<file path="config.mk">
export PLATFORM = sky130hd
export DESIGN_NAME = date_day_number_converter
export DESIGN_NICKNAME = d
export VERILOG_FILES = /design/src/design/dnc_pkg.sv /design/src/design/dnc_encode.sv /design/src/design/dnc_year_split.sv /design/src/design/dnc_month_split.sv /design/src/design/date_day_number_converter.sv
export SDC_FILE = /design/constraint.sdc
export NUM_CORES = 1
export LEC_CHECK = 0
export BUFFER_PORTS_ARGS = -buffer_cell sky130_fd_sc_hd__buf_4
export CORE_AREA = 2 2 103 180
export DETAILED_ROUTE_END_ITERATION = 8
export DIE_AREA = 0 0 105 182
export GPL_TIMING_DRIVEN = 0
export PLACE_DENSITY = 0.7
export SKIP_LAST_GASP = 1
export SYNTH_ARGS = -nofsm -noshare
export SYNTH_HDL_FRONTEND = slang
export SYNTH_SLANG_ARGS = --single-unit
</file>
<file path="constraint.sdc">
create_clock -name clk -period 6.8 [get_ports clk]
set_clock_uncertainty 0.1 [all_clocks]
set_input_delay 1.36 -clock clk [delete_from_list [all_inputs] [get_ports clk]]
set_output_delay 1.36 -clock clk [all_outputs]
set_load 0.1 [all_outputs]
</file>
<file path="src/design/dnc_pkg.sv">
// Shared types, constants and calendar tables for the date and day number converter.
package dnc_pkg;

  localparam logic [5:0]  ASCII_ZERO   = 6'd48;
  localparam logic [7:0]  YEAR_CHAR_LO = 8'd50;
  localparam logic [7:0]  YEAR_CHAR_HI = 8'd56;
  localparam logic [11:0] LAST_DAY     = 12'd2557;
  localparam logic [11:0] DIGIT_BIAS   = 12'd528;
  localparam logic [11:0] MONTH_LO_RAW = 12'd529;
  localparam logic [11:0] MONTH_HI_RAW = 12'd541;
  localparam logic [3:0]  FIRST_MONTH  = 4'd1;
  localparam logic [3:0]  LAST_MONTH   = 4'd12;
  localparam logic [3:0]  MONTH_ALL    = 4'd13;
  localparam logic [2:0]  LEAP_IDX_A   = 3'd0;
  localparam logic [2:0]  LEAP_IDX_B   = 3'd4;

  typedef enum logic {
    CMD_ENCODE = 1'b0,
    CMD_DECODE = 1'b1
  } cmd_t;

  typedef struct packed {
    logic       ok;
    logic [2:0] year_idx;
    logic       leap;
    logic [8:0] doy;
  } ysplit_t;

  typedef struct packed {
    logic        cmd;
    logic        enc_ok;
    logic [11:0] enc_days;
    ysplit_t     ys;
  } mid_t;

  // Days before the first day of year 1992 + idx.
  function automatic logic [11:0] year_start(input logic [2:0] idx);
    logic [11:0] v;
    unique case (idx)
      3'd0:    v = 12'd0;
      3'd1:    v = 12'd366;
      3'd2:    v = 12'd731;
      3'd3:    v = 12'd1096;
      3'd4:    v = 12'd1461;
      3'd5:    v = 12'd1827;
      3'd6:    v = 12'd2192;
      default: v = 12'd0;
    endcase
    return v;
  endfunction

  // Days in the year before the first day of month idx; month 13 gives the year length.
  function automatic logic [8:0] month_cum(input logic leap, input logic [3:0] idx);
    logic [8:0] v;
    unique case (idx)
      4'd2:    v = 9'd31;
      4'd3:    v = 9'd59;
      4'd4:    v = 9'd90;
      4'd5:    v = 9'd120;
      4'd6:    v = 9'd151;
      4'd7:    v = 9'd181;
      4'd8:    v = 9'd212;
      4'd9:    v = 9'd243;
      4'd10:   v = 9'd273;
      4'd11:   v = 9'd304;
      4'd12:   v = 9'd334;
      4'd13:   v = 9'd365;
      default: v = 9'd0;
    endcase
    if (leap && idx >= 4'd3 && idx <= 4'd13) begin
      v = v + 9'd1;
    end
    return v;
  endfunction

endpackage

</file>
<file path="src/design/dnc_encode.sv">
// Date digits to day number conversion.
module dnc_encode (
  input  logic [7:0]  year_char,
  input  logic [7:0]  month_tens_char,
  input  logic [7:0]  month_ones_char,
  input  logic [7:0]  day_tens_char,
  input  logic [7:0]  day_ones_char,
  output logic        enc_ok,
  output logic [11:0] enc_days
);
  import dnc_pkg::*;

  logic [11:0] mm_raw;
  logic [11:0] dd_raw;
  logic [2:0]  yoff;
  logic        leap;
  logic [3:0]  midx;
  logic [11:0] mid_diff;
  logic [11:0] sum;

  always_comb begin
    mm_raw = {1'b0, month_tens_char, 3'b000} + {3'b000, month_tens_char, 1'b0}
           + {4'd0, month_ones_char};
    dd_raw = {1'b0, day_tens_char, 3'b000} + {3'b000, day_tens_char, 1'b0}
           + {4'd0, day_ones_char};
    enc_ok = (year_char >= YEAR_CHAR_LO) && (year_char <= YEAR_CHAR_HI);
    yoff   = 3'(year_char - YEAR_CHAR_LO);
    leap   = (yoff == LEAP_IDX_A) || (yoff == LEAP_IDX_B);
    mid_diff = mm_raw - DIGIT_BIAS;
    priority if (mm_raw <= MONTH_LO_RAW) begin
      midx = FIRST_MONTH;
    end else if (mm_raw >= MONTH_HI_RAW) begin
      midx = MONTH_ALL;
    end else begin
      midx = mid_diff[3:0];
    end
    sum = dd_raw - DIGIT_BIAS + year_start(yoff) + {3'd0, month_cum(leap, midx)};
    enc_days = enc_ok ? sum : 12'd0;
  end

endmodule

</file>
<file path="src/design/dnc_year_split.sv">
// Day number to year and day of year split.
module dnc_year_split (
  input  logic [11:0]     day_number,
  output dnc_pkg::ysplit_t ys
);
  import dnc_pkg::*;

  logic [2:0]  idx;
  logic [11:0] diff;

  always_comb begin
    idx = 3'd0;
    for (int i = 1; i < 7; i++) begin
      if (day_number > year_start(3'(i))) begin
        idx = 3'(i);
      end
    end
    diff        = day_number - year_start(idx);
    ys.ok       = (day_number != 12'd0) && (day_number <= LAST_DAY);
    ys.year_idx = idx;
    ys.leap     = (idx == LEAP_IDX_A) || (idx == LEAP_IDX_B);
    ys.doy      = diff[8:0];
  end

endmodule

</file>
<file path="src/design/dnc_month_split.sv">
// Day of year to ASCII year, month and day digits.
module dnc_month_split (
  input  dnc_pkg::ysplit_t ys,
  output logic [5:0]       year_char,
  output logic [5:0]       month_tens,
  output logic [5:0]       month_ones,
  output logic [5:0]       day_tens,
  output logic [5:0]       day_ones
);
  import dnc_pkg::*;

  logic [3:0] mm;
  logic [8:0] dom_full;
  logic [4:0] dom;
  logic [1:0] dt;
  logic [4:0] dof;
  logic [3:0] mo;

  always_comb begin
    mm = FIRST_MONTH;
    for (int k = 2; k < 13; k++) begin
      if (ys.doy > month_cum(ys.leap, 4'(k))) begin
        mm = 4'(k);
      end
    end
    dom_full = ys.doy - month_cum(ys.leap, mm);
    dom      = dom_full[4:0];
    priority if (dom >= 5'd30) begin
      dt = 2'd3;
    end else if (dom >= 5'd20) begin
      dt = 2'd2;
    end else if (dom >= 5'd10) begin
      dt = 2'd1;
    end else begin
      dt = 2'd0;
    end
    dof = dom - {dt, 3'b000} - {2'b00, dt, 1'b0};
    mo  = (mm >= 4'd10) ? (mm - 4'd10) : mm;
    if (ys.ok) begin
      year_char  = ASCII_ZERO + 6'd2 + {3'd0, ys.year_idx};
      month_tens = ASCII_ZERO + ((mm >= 4'd10) ? 6'd1 : 6'd0);
      month_ones = ASCII_ZERO + {2'd0, mo};
      day_tens   = ASCII_ZERO + {4'd0, dt};
      day_ones   = ASCII_ZERO + {1'b0, dof};
    end else begin
      year_char  = 6'd0;
      month_tens = 6'd0;
      month_ones = 6'd0;
      day_tens   = 6'd0;
      day_ones   = 6'd0;
    end
  end

endmodule

</file>
<file path="src/design/date_day_number_converter.sv">
// Top level of the date and day number converter: input, middle and result registers.
//
//   channel   handshake        payload
//   input     start / busy     in_command, in_*_char, in_day_number
//   result    out_valid        out_day_number_out, out_*_out, out_in_range
//
// One beat is accepted per cycle whenever busy is low; busy is high only during reset.
// Each accepted beat passes the input, middle and result registers in turn; its result is shown with out_valid.
// The path is input register, then year split and encode, then month split.
// Reset clears the valid bits only; the receiver cannot stall, so nothing waits.
module date_day_number_converter (
  input  logic        clk,
  input  logic        rst_n,
  input  logic        start,
  output logic        busy,
  input  logic        in_command,
  input  logic [7:0]  in_year_char,
  input  logic [7:0]  in_month_tens_char,
  input  logic [7:0]  in_month_ones_char,
  input  logic [7:0]  in_day_tens_char,
  input  logic [7:0]  in_day_ones_char,
  input  logic [11:0] in_day_number,
  output logic        out_valid,
  output logic [11:0] out_day_number_out,
  output logic [5:0]  out_year_char_out,
  output logic [5:0]  out_month_tens_out,
  output logic [5:0]  out_month_ones_out,
  output logic [5:0]  out_day_tens_out,
  output logic [5:0]  out_day_ones_out,
  output logic        out_in_range
);
  import dnc_pkg::*;

  logic        in_vld_r;
  logic        cmd_r;
  logic [7:0]  yc_r, mt_r, mo_r, dt_r, do_r;
  logic [11:0] dn_r;
  logic        mid_vld_r;
  mid_t        mid_r, mid_nxt;
  logic        enc_ok;
  logic [11:0] enc_days;
  ysplit_t     ys;
  logic [5:0]  d_year, d_mt, d_mo, d_dt, d_do;
  logic        accept;

  assign busy   = ~rst_n;
  assign accept = start && !busy;

  always_ff @(posedge clk) begin
    if (!rst_n) begin
      in_vld_r  <= 1'b0;
      mid_vld_r <= 1'b0;
      out_valid <= 1'b0;
    end else begin
      in_vld_r  <= accept;
      mid_vld_r <= in_vld_r;
      out_valid <= mid_vld_r;
    end
  end

  always_ff @(posedge clk) begin
    cmd_r <= in_command;
    yc_r  <= in_year_char;
    mt_r  <= in_month_tens_char;
    mo_r  <= in_month_ones_char;
    dt_r  <= in_day_tens_char;
    do_r  <= in_day_ones_char;
    dn_r  <= in_day_number;
  end

  dnc_encode u_encode (
    .year_char       (yc_r),
    .month_tens_char (mt_r),
    .month_ones_char (mo_r),
    .day_tens_char   (dt_r),
    .day_ones_char   (do_r),
    .enc_ok          (enc_ok),
    .enc_days        (enc_days)
  );

  dnc_year_split u_year_split (
    .day_number (dn_r),
    .ys         (ys)
  );

  always_comb begin
    mid_nxt.cmd      = cmd_r;
    mid_nxt.enc_ok   = enc_ok;
    mid_nxt.enc_days = enc_days;
    mid_nxt.ys       = ys;
  end

  always_ff @(posedge clk) begin
    mid_r <= mid_nxt;
  end

  dnc_month_split u_month_split (
    .ys         (mid_r.ys),
    .year_char  (d_year),
    .month_tens (d_mt),
    .month_ones (d_mo),
    .day_tens   (d_dt),
    .day_ones   (d_do)
  );

  always_ff @(posedge clk) begin
    if (mid_r.cmd == CMD_DECODE) begin
      out_day_number_out <= 12'd0;
      out_year_char_out  <= d_year;
      out_month_tens_out <= d_mt;
      out_month_ones_out <= d_mo;
      out_day_tens_out   <= d_dt;
      out_day_ones_out   <= d_do;
      out_in_range       <= mid_r.ys.ok;
    end else begin
      out_day_number_out <= mid_r.enc_days;
      out_year_char_out  <= 6'd0;
      out_month_tens_out <= 6'd0;
      out_month_ones_out <= 6'd0;
      out_day_tens_out   <= 6'd0;
      out_day_ones_out   <= 6'd0;
      out_in_range       <= mid_r.enc_ok;
    end
  end

  a_range_zero: assert property (@(posedge clk) disable iff (!rst_n)
    out_valid && !out_in_range |->
      out_day_number_out == 12'd0 && out_year_char_out == 6'd0 &&
      out_month_tens_out == 6'd0 && out_month_ones_out == 6'd0 &&
      out_day_tens_out == 6'd0 && out_day_ones_out == 6'd0)
    else $error("out of range result carries nonzero fields");

  a_month_legal: assert property (@(posedge clk) disable iff (!rst_n)
    out_valid && out_year_char_out != 6'd0 |->
      (out_month_tens_out == ASCII_ZERO && out_month_ones_out != ASCII_ZERO) ||
      (out_month_tens_out == ASCII_ZERO + 6'd1 && out_month_ones_out <= ASCII_ZERO + 6'd2))
    else $error("decoded month outside 01 to 12");

  a_year_legal: assert property (@(posedge clk) disable iff (!rst_n)
    out_valid && out_year_char_out != 6'd0 |->
      out_year_char_out >= ASCII_ZERO + 6'd2 && out_year_char_out <= ASCII_ZERO + 6'd8 &&
      out_day_number_out == 12'd0)
    else $error("decoded year digit outside 2 to 8");

endmodule
</file>
==> results of run 1 <==
## through the flow
stage	instances	util	setup WS (ns)	total power [uW]	cell area, um2
after global placement	1060	0.4520	-0.9907	3079	8014
after detailed placement	1060	0.4520	-1.085	3125	8014
after global routing	1127	0.5239	-0.6663	4742	9288
after floorplan	731	-	-0.2932	2689	7008
final	1127	0.5239	-0.3977	4366	9288
after CTS	1119	0.5078	-0.3696	4185	9002
## power by group through the flow
stage          logic (uW)  registers, uW  clock network [uW]
6_report             2700            784                 885
5_1_grt              3010            792                 937
4_1_cts              2500            782                 903
3_5_place_dp         2330            796                   0
3_3_place_gp         2280            795                   0
2_1_floorplan        1730            961                   0
## critical path, delay by kind of cell, from the launching register on
family | cells | cell delay (ns)
fa+ha+maj | 7 | 2.92
compound gates | 9 | 1.78
simple gates | 7 | 1.09
buf+inv | 5 | 0.49
xor+xnor | 2 | 0.36
flops | 1 | 0.33
## state kept, by name, indices dropped and copies added (netlist names)
| signal | cells |
|---|---|
| cmd_r | 1 |
| dn_r | 12 |
| do_r | 8 |
| dt_r | 8 |
| in_vld_r | 1 |
| mid_r | 28 |
| mid_vld_r | 1 |
| mo_r | 8 |
| mt_r | 8 |
| out_day_number_out | 12 |
| out_day_ones_out | 5 |
| out_day_tens_out | 2 |
| out_in_range | 1 |
| out_month_ones_out | 4 |
| out_month_tens_out | 1 |
| out_valid | 1 |
| out_year_char_out | 5 |
| yc_r | 8 |
## worst paths after layout
kind	from	endpoint	cells after the start
worst max register to register	mt_r[0]	mid_r[25]	30
worst max-delay path	mt_r[0]	mid_r[25]	30
worst min register to register	cmd_r	mid_r[27]	0
worst min-delay path	cmd_r	mid_r[27]	0
## logic make-up after synthesis
logic type / Yosys count / synth area share
adder cells (fa/ha/maj): 106 / 0.2245
XOR/XNOR: 38 / 0.05170
multiplexers: 8 / 0.01171
flip-flops: 114 / 0.3286
buffers and inverters: 120 / 0.07314
AND/OR/NAND/NOR: 180 / 0.1441
other: 1 / 0.0005399
AO/OA/AOI/OAI: 160 / 0.1657
## final cells by class
| cell class | instances | area, um2 | area share |
|---|---|---|---|
| plain buffers | 29 | 158.9 | 0.01711 |
| multi-input cells | 497 | 4628 | 0.4983 |
| well taps | 234 | 292.8 | 0.03152 |
| flip-flops and latches | 114 | 2292 | 0.2468 |
| inverters | 90 | 340.3 | 0.03664 |
| repair buffers | 131 | 991.0 | 0.1067 |
| clock buffers | 17 | 425.4 | 0.04580 |
| clock inverters | 15 | 158.9 | 0.01711 |
## cells in the final DEF (no fill, tap or decap), types with 16 or more instances in the layout
cell type / count
fa_1: 27
a21o_1: 17
xor2_1: 16
buf_4: 142
o21ai_0: 18
nand2_1: 36
clkbuf_16: 17
nor2b_1: 20
dfxtp_1: 108
inv_1: 79
ha_1: 61
nor2_1: 38
a21oi_1: 31
## repair_timing
item | in CTS | in global routing
gates resized for setup | 46 | 49
pin swaps | 39 | 49
setup buffers | 28 | 9
setup endpoints to repair | 10 | 10
## metal layers
layer | GRT usage | part of all wire | routed length, um
met4 | 0.1077 | 0.052 | 828
met2 | 0.3473 | 0.58 | 9353
met5 | 0 | 0 | 0
met1 | 0.1486 | 0.33 | 5275
met3 | 0.03841 | 0.038 | 613
==> flow_metrics.py, run 1 <==
metrics = {
    "critical_path": {
        "worstSetupPathType": "reg2reg",
        "cp-end-kind": "register",
        "cp_max_fo": 5,
        "worstPathRequired_ns": 6.99,
        "slowest_stage": "fa_2",
        "r2r_setup_slack_ns": -0.40,
        "cp_slowest_stage_delay_ns": 0.59,
        "critPathArrivalTime_ns": 7.39,
        "cp-start-kind": "register",
    },
    "route": {
        "via_per_inst": 5.014,
        "drtIter0Drc": 217,
        "route.final.wire_length_um": 16070,
        "via_count": 5651,
        "wl_per_cell_um": 14.26,
        "drc": 0,
        "ant_nets": 0,
        "dr.pass1.iters": 4,
    },
    "timing": {
        "finalSetupViolCount": 4,
        "setup-tns-final_ns": -1.104,
        "fin_ws_ns": -0.3977,
        "slew_headroom": 0.5153,
        "fmax_mhz": 138.9,
        "hold_slack_ns": 0.2256,
        "worst_pin_slew_ns": 0.7252,
        "rsz0062_at_grt": "true",
        "period_needed_ns": 7.198,
        "min_period_over_period": 1.058,
        "final_hold_viol_count": 0,
        "finalMaxSlewViolations": 0,
    },
    "cts": {
        "ctsLongestPathBuffers": 2,
        "cts-htree-levels": 4,
        "cts_num_sinks": 114,
        "clk_pin_slew_worst_paths_ns": 0.06,
        "insertion_delay_ns": 0.42,
        "numCtsBuffers": 17,
        "clockRootBuffer": "clkbuf_16",
        "cts_hold_buf": 0,
        "tritoncts": "done",
    },
    "floorplan": {
        "die_w_um": 105,
        "rows": 65,
        "pin_count": 101,
        "core_area_um2": 17730,
        "dieArea_um2": 19110,
        "die_h_um": 182,
        "start_util": 0.3917,
    },
    "synth": {
        "ys.flop_type": "dfxtp_1",
        "seq_area_frac_synth": 0.3286,
        "async_reset_ff_frac": 0,
        "synth_edf_count": 0,
        "ys_seq_elements": 114,
        "synthTopCellsByArea": "dfxtp_1, ha_1, fa_1",
        "yosysUniqueCellTypes": 82,
        "ys_warn_count": 0,
        "syn_area_um2": 6945,
        "synth.largest_area_cell": "dfxtp_1",
        "synth_most_common_cell": "dfxtp_1",
        "yosysTopAreaCellShare": 0.3286,
        "synth_top_cells_by_count": "dfxtp_1, inv_1, ha_1, nor2_1, nand2_1",
        "synth_cells": 727,
        "syn_avg_cell_area_um2": 9.554,
    },
    "global_routing": {
        "overflow": 0,
        "grt_pass1_vias": 5789,
        "grt_pass1_wl_um": 26140,
        "antenna_found_initial": 0,
        "grt_max_degree": 17,
        "grt_usage": 0.1730,
    },
    "job": {
        "max_cap_violations": 0,
    },
    "pwr": {
        "peakVddDrop_mv": 0.6400,
        "combPwrFrac": 0.618,
        "p_per_area_nw_per_um2": 470.1,
        "clkPwrFrac": 0.203,
        "internal_power_uw": 2454,
        "p_sw_frac": 0.4381,
        "p_leak_uw": 0.004294,
        "power_switching_uw": 1913,
        "p_seq_frac": 0.179,
    },
    "run_status": {
        "outcome": "complete, but fails checks",
        "violations": "negative setup slack",
    },
    "layout": {
        "num-fill-cells": 1628,
        "n_antenna_cell": 0,
        "area_growth_pct": 33.72,
        "nets": 1042,
        "drive_gt1_frac": 0.3270,
    },
    "place": {
        "hpwl_um": 11990,
        "gp_congestion": 0.8952,
        "io_buffer_count": 95,
    },
    "min_path": {
        "hold_class": "reg2reg",
    },
}
Note: power is estimated with default switching activity, not from simulation.
==> run 2: changes to the inputs <==
--- a/config.mk
+++ b/config.mk
@@ -5,12 +5,14 @@
 export SDC_FILE = /design/constraint.sdc
 export NUM_CORES = 1
 export LEC_CHECK = 0
+export ABC_AREA = 1
 export BUFFER_PORTS_ARGS = -buffer_cell sky130_fd_sc_hd__buf_4
-export CORE_AREA = 2 2 103 180
+export CAP_MARGIN = 5
+export CORE_AREA = 2 2 105 184
 export DETAILED_ROUTE_END_ITERATION = 8
-export DIE_AREA = 0 0 105 182
+export DIE_AREA = 0 0 107 186
 export GPL_TIMING_DRIVEN = 0
-export PLACE_DENSITY = 0.7
+export PLACE_DENSITY = 0.67
 export SKIP_LAST_GASP = 1
 export SYNTH_ARGS = -nofsm -noshare
 export SYNTH_HDL_FRONTEND = slang
==> constraint.sdc (replaced) <==
create_clock -name clk -period 7.2 [get_ports clk]
set_clock_uncertainty 0.1 [all_clocks]
set_input_delay 1.44 -clock clk [delete_from_list [all_inputs] [get_ports clk]]
set_output_delay 1.44 -clock clk [all_outputs]
set_load 0.1 [all_outputs]
==> flow_metrics.py, run 2 <==
metrics = {
    "synth": {
        "syn_avg_cell_area_um2": 7.746,
        "syn_area_um2": 7266,
        "synth_edf_count": 0,
        "yosysUniqueCellTypes": 51,
        "ys.flop_type": "dfxtp_1",
        "async_reset_ff_frac": 0,
        "synth_top_cells_by_count": "inv_1, nand2_1, dfxtp_1, nor2_1, ha_1",
        "ys_seq_elements": 114,
        "synth_most_common_cell": "inv_1",
        "synth.largest_area_cell": "dfxtp_1",
        "yosysTopAreaCellShare": 0.3141,
        "synthTopCellsByArea": "dfxtp_1, ha_1, inv_1",
        "ys_warn_count": 0,
        "synth_cells": 938,
        "seq_area_frac_synth": 0.3141,
    },
    "floorplan": {
        "die_h_um": 186,
        "dieArea_um2": 19900,
        "pin_count": 101,
        "die_w_um": 107,
        "rows": 66,
        "core_area_um2": 18420,
        "start_util": 0.3946,
    },
    "global_routing": {
        "grt_max_degree": 17,
        "antenna_found_initial": 0,
        "grt_usage": 0.1716,
        "grt_pass1_vias": 6175,
        "use_met2": 0.3424,
        "gr-max-usage-layer": "met2",
        "grt_pass1_wl_um": 26720,
        "grtUsageMet3": 0.03256,
        "overflow": 0,
        "grt_use_met1": 0.1585,
    },
    "critical_path": {
        "slowest_stage": "fa_1",
        "critPathArrivalTime_ns": 7.11,
        "cp_max_fo": 4,
        "cp-end-kind": "register",
        "cp-start-kind": "register",
        "rr_worst_depth": 47,
        "worstSetupPathType": "reg2reg",
        "worstPathRequired_ns": 7.46,
        "crit_start": "mt_r[1]",
        "cp_common_cell": "inv_1",
        "cp_slowest_stage_delay_ns": 0.52,
        "r2r_setup_slack_ns": 0.34,
        "timing.rr.end": "mid_r[25]",
        "r2r_start": "mt_r[1]",
    },
    "timing": {
        "rsz0062_at_grt": "true",
        "hold_slack_ns": 0.2261,
        "period_needed_ns": 6.858,
        "min_period_over_period": 0.9524,
        "fmax_mhz": 145.8,
        "final_hold_viol_count": 0,
        "finalSetupViolCount": 0,
        "setup-tns-final_ns": 0,
        "finalMaxSlewViolations": 0,
    },
    "min_path": {
        "holdPathStages": 0,
        "hold_class": "reg2reg",
        "holdPathEnd": "mid_r[27]",
        "min_from": "cmd_r",
    },
    "layout": {
        "post-route-util": 0.5105,
        "final_common_cell": "inv_1",
        "layout_common_cells": "inv_1, nand2_1, buf_4",
        "top_regs": "mid_r x28, dn_r x12, out_day_number_out x12",
        "n_antenna_cell": 0,
        "design_area_um2": 9402,
        "top_register": "mid_r",
        "drive_gt1_frac": 0.2416,
        "area_growth_pct": 29.40,
        "nets": 1254,
        "largest_reg_flops": 28,
        "num-fill-cells": 1763,
    },
    "cts": {
        "numCtsBuffers": 17,
        "insertion_delay_ns": 0.43,
        "ctsLongestPathBuffers": 2,
        "clk_pin_slew_worst_paths_ns": 0.06,
        "cts_hold_buf": 0,
        "clockRootBuffer": "clkbuf_16",
        "tritoncts": "done",
        "cts_num_sinks": 114,
        "cts-htree-levels": 4,
    },
    "pwr": {
        "peakVddDrop_mv": 0.6878,
        "p_per_area_nw_per_um2": 476.9,
        "p_total_uw": 4484,
        "p_leak_uw": 0.004835,
    },
    "job": {
        "max_cap_violations": 0,
    },
    "place": {
        "gp_congestion": 0.9043,
        "io_buffer_count": 95,
        "hpwl_um": 12760,
        "placed_area_um2": 8292,
    },
    "route": {
        "route.final.wire_length_um": 16740,
        "wl_per_cell_um": 12.46,
        "ant_nets": 0,
        "via_count": 6255,
        "drtIter0Drc": 165,
        "via_per_inst": 4.657,
        "dr.pass1.iters": 5,
        "drc": 0,
    },
    "run_status": {
        "outcome": "finished clean",
    },
}
-- run 2: cell count changes in the layout (fill, tap and decap cells not counted), moves of 8 or more --
| cell | delta |
|---|---|
| nor2b_1 | -20 |
| nand2_2 | +13 |
| nand2_1 | +130 |
| inv_1 | +107 |
| nand2b_1 | -8 |
| clkbuf_1 | -10 |
| a21o_1 | -17 |
| o21ai_0 | +9 |
| and2_1 | -9 |
| nor2_1 | +51 |
| nand3_1 | +22 |
| a21oi_1 | +11 |
| nor3_1 | +11 |
-- run 2: how the worst max path moves through the flow --
stage / endpoint / slack [ns] / depth (start not counted)
4_1_cts: mid_r[25] / 0.005 / 45
5_1_grt: mid_r[24] / -0.12 / 44
6_report: mid_r[25] / 0.34 / 47
2_1_floorplan: mid_r[25] / 0.40 / 44
3_5_place_dp: mid_r[25] / -0.19 / 43
3_3_place_gp: mid_r[25] / -0.15 / 43
-- run 2: worst max-delay path, delay by kind of cell, from the launching register on --
family / cells / cell delay [ns]
XOR/XNOR: 1 / 0.16
AO/OA/AOI/OAI: 9 / 1.04
flip-flops: 1 / 0.35
buffers and inverters: 12 / 0.92
adder cells (fa/ha/maj): 9 / 3.01
AND/OR/NAND/NOR: 16 / 1.19
-- run 2: where the power goes --
group	internal (uW)	switching (uW)	leakage (uW)
Clock	521	336	0.000276
Sequential	707	40.3	0.000949
Combinational	1130	1750	0.00361
Total	2360	2130	0.00483
-- run 2: metal layers --
layer / wire length, um / share of wire
met1: 5969 / 0.36
met2: 9445 / 0.56
met3: 658 / 0.039
met4: 667 / 0.040
met5: 0 / 0
-- run 2: per-stage QoR --
stage	cells	worst slack, ns
finish	1343	0.3424
CTS	1320	0.004864
detailed placement	1275	-0.1914
global route	1343	-0.1203
global placement	1275	-0.1485
floorplan	942	0.4021
-- run 2: layout make-up --
type                       instances  area [um2]  area share
inverter                         198       748.2     0.07958
sequential                       114        2287      0.2433
timing repair buffer             131       987.2      0.1050
buffer                            20       126.4     0.01344
clock inverter                    14       155.1     0.01650
multi-input combinational        610        4360      0.4638
tap                              238       297.8     0.03167
clock buffer                      18       439.2     0.04671
-- run 2: what timing repair did --
action                     4_1_cts  5_1_grt
pin swaps                        9       36
resized for setup               11       48
buffers inserted                13       23
setup endpoints to repair        3        6
-- run 2: logic make-up (layout without fill, tap and decap cells) --
group,count (synthesis),after routing,share of synthesized area
fa+ha+maj,106,106,0.2146
xor+xnor,24,24,0.02997
compound gates,103,103,0.08335
other cells,1,5,0.0005161
simple gates,372,372,0.2375
flops,114,114,0.3141
buf+inv,218,381,0.1200
==> run 3: changes to the inputs <==
--- a/config.mk
+++ b/config.mk
@@ -9,6 +9,7 @@
 export BUFFER_PORTS_ARGS = -buffer_cell sky130_fd_sc_hd__buf_4
 export CAP_MARGIN = 5
 export CORE_AREA = 2 2 105 184
+export CTS_BUF_LIST = sky130_fd_sc_hd__clkbuf_2 sky130_fd_sc_hd__clkbuf_4 sky130_fd_sc_hd__clkbuf_8
 export DETAILED_ROUTE_END_ITERATION = 8
 export DIE_AREA = 0 0 107 186
 export GPL_TIMING_DRIVEN = 0
==> flow_metrics.py, run 3 (synthesis results as in run 2) <==
metrics = {
    "critical_path": {
        "r2r_setup_slack_ns": 0.27,
        "r2r_start": "mt_r[3]",
        "timing.rr.end": "mid_r[24]",
        "crit_family": "adder cells",
        "rr_worst_depth": 42,
        "cp-end-kind": "register",
        "crit_path_end": "mid_r[24]",
        "critPathArrivalTime_ns": 7.21,
        "cp_common_cell": "nand2_1",
        "path_buf_inv": 8,
        "crit_cells": 42,
        "slowest_stage": "fa_1",
        "cp-start-kind": "register",
        "worstPathRequired_ns": 7.48,
        "crit_start": "mt_r[3]",
        "cp_slowest_stage_delay_ns": 0.59,
        "worstSetupPathType": "reg2reg",
        "cp_max_fo": 5,
    },
    "timing": {
        "fin_ws_ns": 0.2650,
        "period_needed_ns": 6.935,
        "finalMaxSlewViolations": 0,
        "min_period_over_period": 0.9632,
        "final_hold_viol_count": 0,
        "finalSetupViolCount": 0,
        "fmax_mhz": 144.2,
    },
    "place": {
        "gp_congestion": 0.9043,
        "placed_area_um2": 8292,
        "dp_slack_ns": -0.1914,
        "hpwl_um": 12760,
        "io_buffer_count": 95,
    },
    "global_routing": {
        "antenna_found_initial": 0,
        "grt_pass1_wl_um": 26480,
        "grt_pass1_vias": 6113,
        "grt_max_degree": 17,
        "overflow": 0,
        "grt_usage": 0.1690,
    },
    "pwr": {
        "combPwrFrac": 0.679,
        "p_seq_frac": 0.174,
        "p_per_area_nw_per_um2": 464.1,
        "peakVddDrop_mv": 0.6836,
        "clkPwrFrac": 0.146,
        "p_leak_uw": 0.004744,
        "p_sw_frac": 0.4929,
        "internal_power_uw": 2170,
        "power_switching_uw": 2109,
    },
    "cts": {
        "ctsLongestPathBuffers": 2,
        "insertion_delay_ns": 0.46,
        "cts-htree-levels": 4,
        "clockRootBuffer": "clkbuf_8",
        "cts_num_sinks": 114,
        "numCtsBuffers": 17,
        "clk_pin_slew_worst_paths_ns": 0.08,
        "tritoncts": "done",
    },
    "layout": {
        "final_common_cell": "inv_1",
        "post-route-util": 0.5007,
        "top_register": "mid_r",
        "top_regs": "mid_r x28, dn_r x12, out_day_number_out x12",
        "drive_gt1_frac": 0.2484,
        "num-fill-cells": 1779,
        "n_antenna_cell": 0,
        "design_area_um2": 9220,
        "layout_common_cells": "inv_1, nand2_1, buf_4",
        "nets": 1252,
        "largest_reg_flops": 28,
        "area_growth_pct": 26.90,
    },
    "route": {
        "route.final.wire_length_um": 16670,
        "drc": 0,
        "dr.pass1.iters": 4,
        "via_per_inst": 4.659,
        "drtIter0Drc": 157,
        "via_count": 6248,
        "wl_per_cell_um": 12.43,
        "ant_nets": 0,
    },
    "job": {
        "max_cap_violations": 0,
    },
    "floorplan": {
        "start_util": 0.3946,
        "die_h_um": 186,
        "pin_count": 101,
        "dieArea_um2": 19900,
        "rows": 66,
        "core_area_um2": 18420,
        "die_w_um": 107,
    },
    "min_path": {
        "hold_class": "reg2reg",
    },
    "run_status": {
        "outcome": "finished clean",
    },
}
run 3: metrics by stage:
step	power [uW]	setup TNS (ns)	std cells	hold slack, ns
3_3_place_gp	3269	-0.1485	1275	0.2132
2_1_floorplan	2834	0	942	0.2096
4_1_cts	4124	0	1321	0.2315
3_5_place_dp	3351	-0.2442	1275	0.2121
6_report	4279	0	1341	0.2310
5_1_grt	4745	-0.2747	1341	0.2421
run 3: how the worst min path moves through the flow:
stage               slack (ns)         to  depth (start not counted)  start
floorplan                 0.21  mid_r[27]                          0  cmd_r
global placement          0.21  mid_r[27]                          0  cmd_r
detailed placement        0.21  mid_r[27]                          0  cmd_r
CTS                       0.23  mid_r[27]                          0  cmd_r
global route              0.24  mid_r[27]                          0  cmd_r
finish                    0.23  mid_r[27]                          0  cmd_r
run 3: routing by layer:
| layer | track usage | share of wire | wire, um | vias to the layer above |
|---|---|---|---|---|
| met5 | 0 | 0 | 0 | - |
| met4 | 0.08779 | 0.036 | 601 | 0 |
| met3 | 0.03011 | 0.039 | 658 | 46 |
| met2 | 0.3383 | 0.56 | 9373 | 159 |
| met1 | 0.1587 | 0.36 | 6032 | 2832 |
| li1 | - | - | - | 3211 |
run 3: power groups by stage:
stage | clock, uW | sequential, uW | combinational (uW)
finish | 626 | 746 | 2910
global route | 673 | 753 | 3320
CTS | 641 | 745 | 2740
detailed placement | 0 | 760 | 2590
global placement | 0 | 758 | 2510
floorplan | 0 | 928 | 1910
run 3: repair_timing:
item / CTS / global route
buffers inserted: 14 / 20
pin swaps: 11 / 45
hold buffers: 0 / 0
resized for setup: 10 / 58
endpoints found under the setup margin: 3 / 6
run 3: layout make-up:
| class | instances | area, um2 | area share |
|---|---|---|---|
| clock buffer | 18 | 247.7 | 0.02687 |
| buffer | 20 | 126.4 | 0.01371 |
| timing repair buffer | 129 | 972.2 | 0.1054 |
| sequential | 114 | 2292 | 0.2486 |
| clock inverter | 14 | 155.1 | 0.01683 |
| inverter | 198 | 748.2 | 0.08115 |
| tap | 238 | 297.8 | 0.03230 |
| multi-input combinational | 610 | 4380 | 0.4751 |
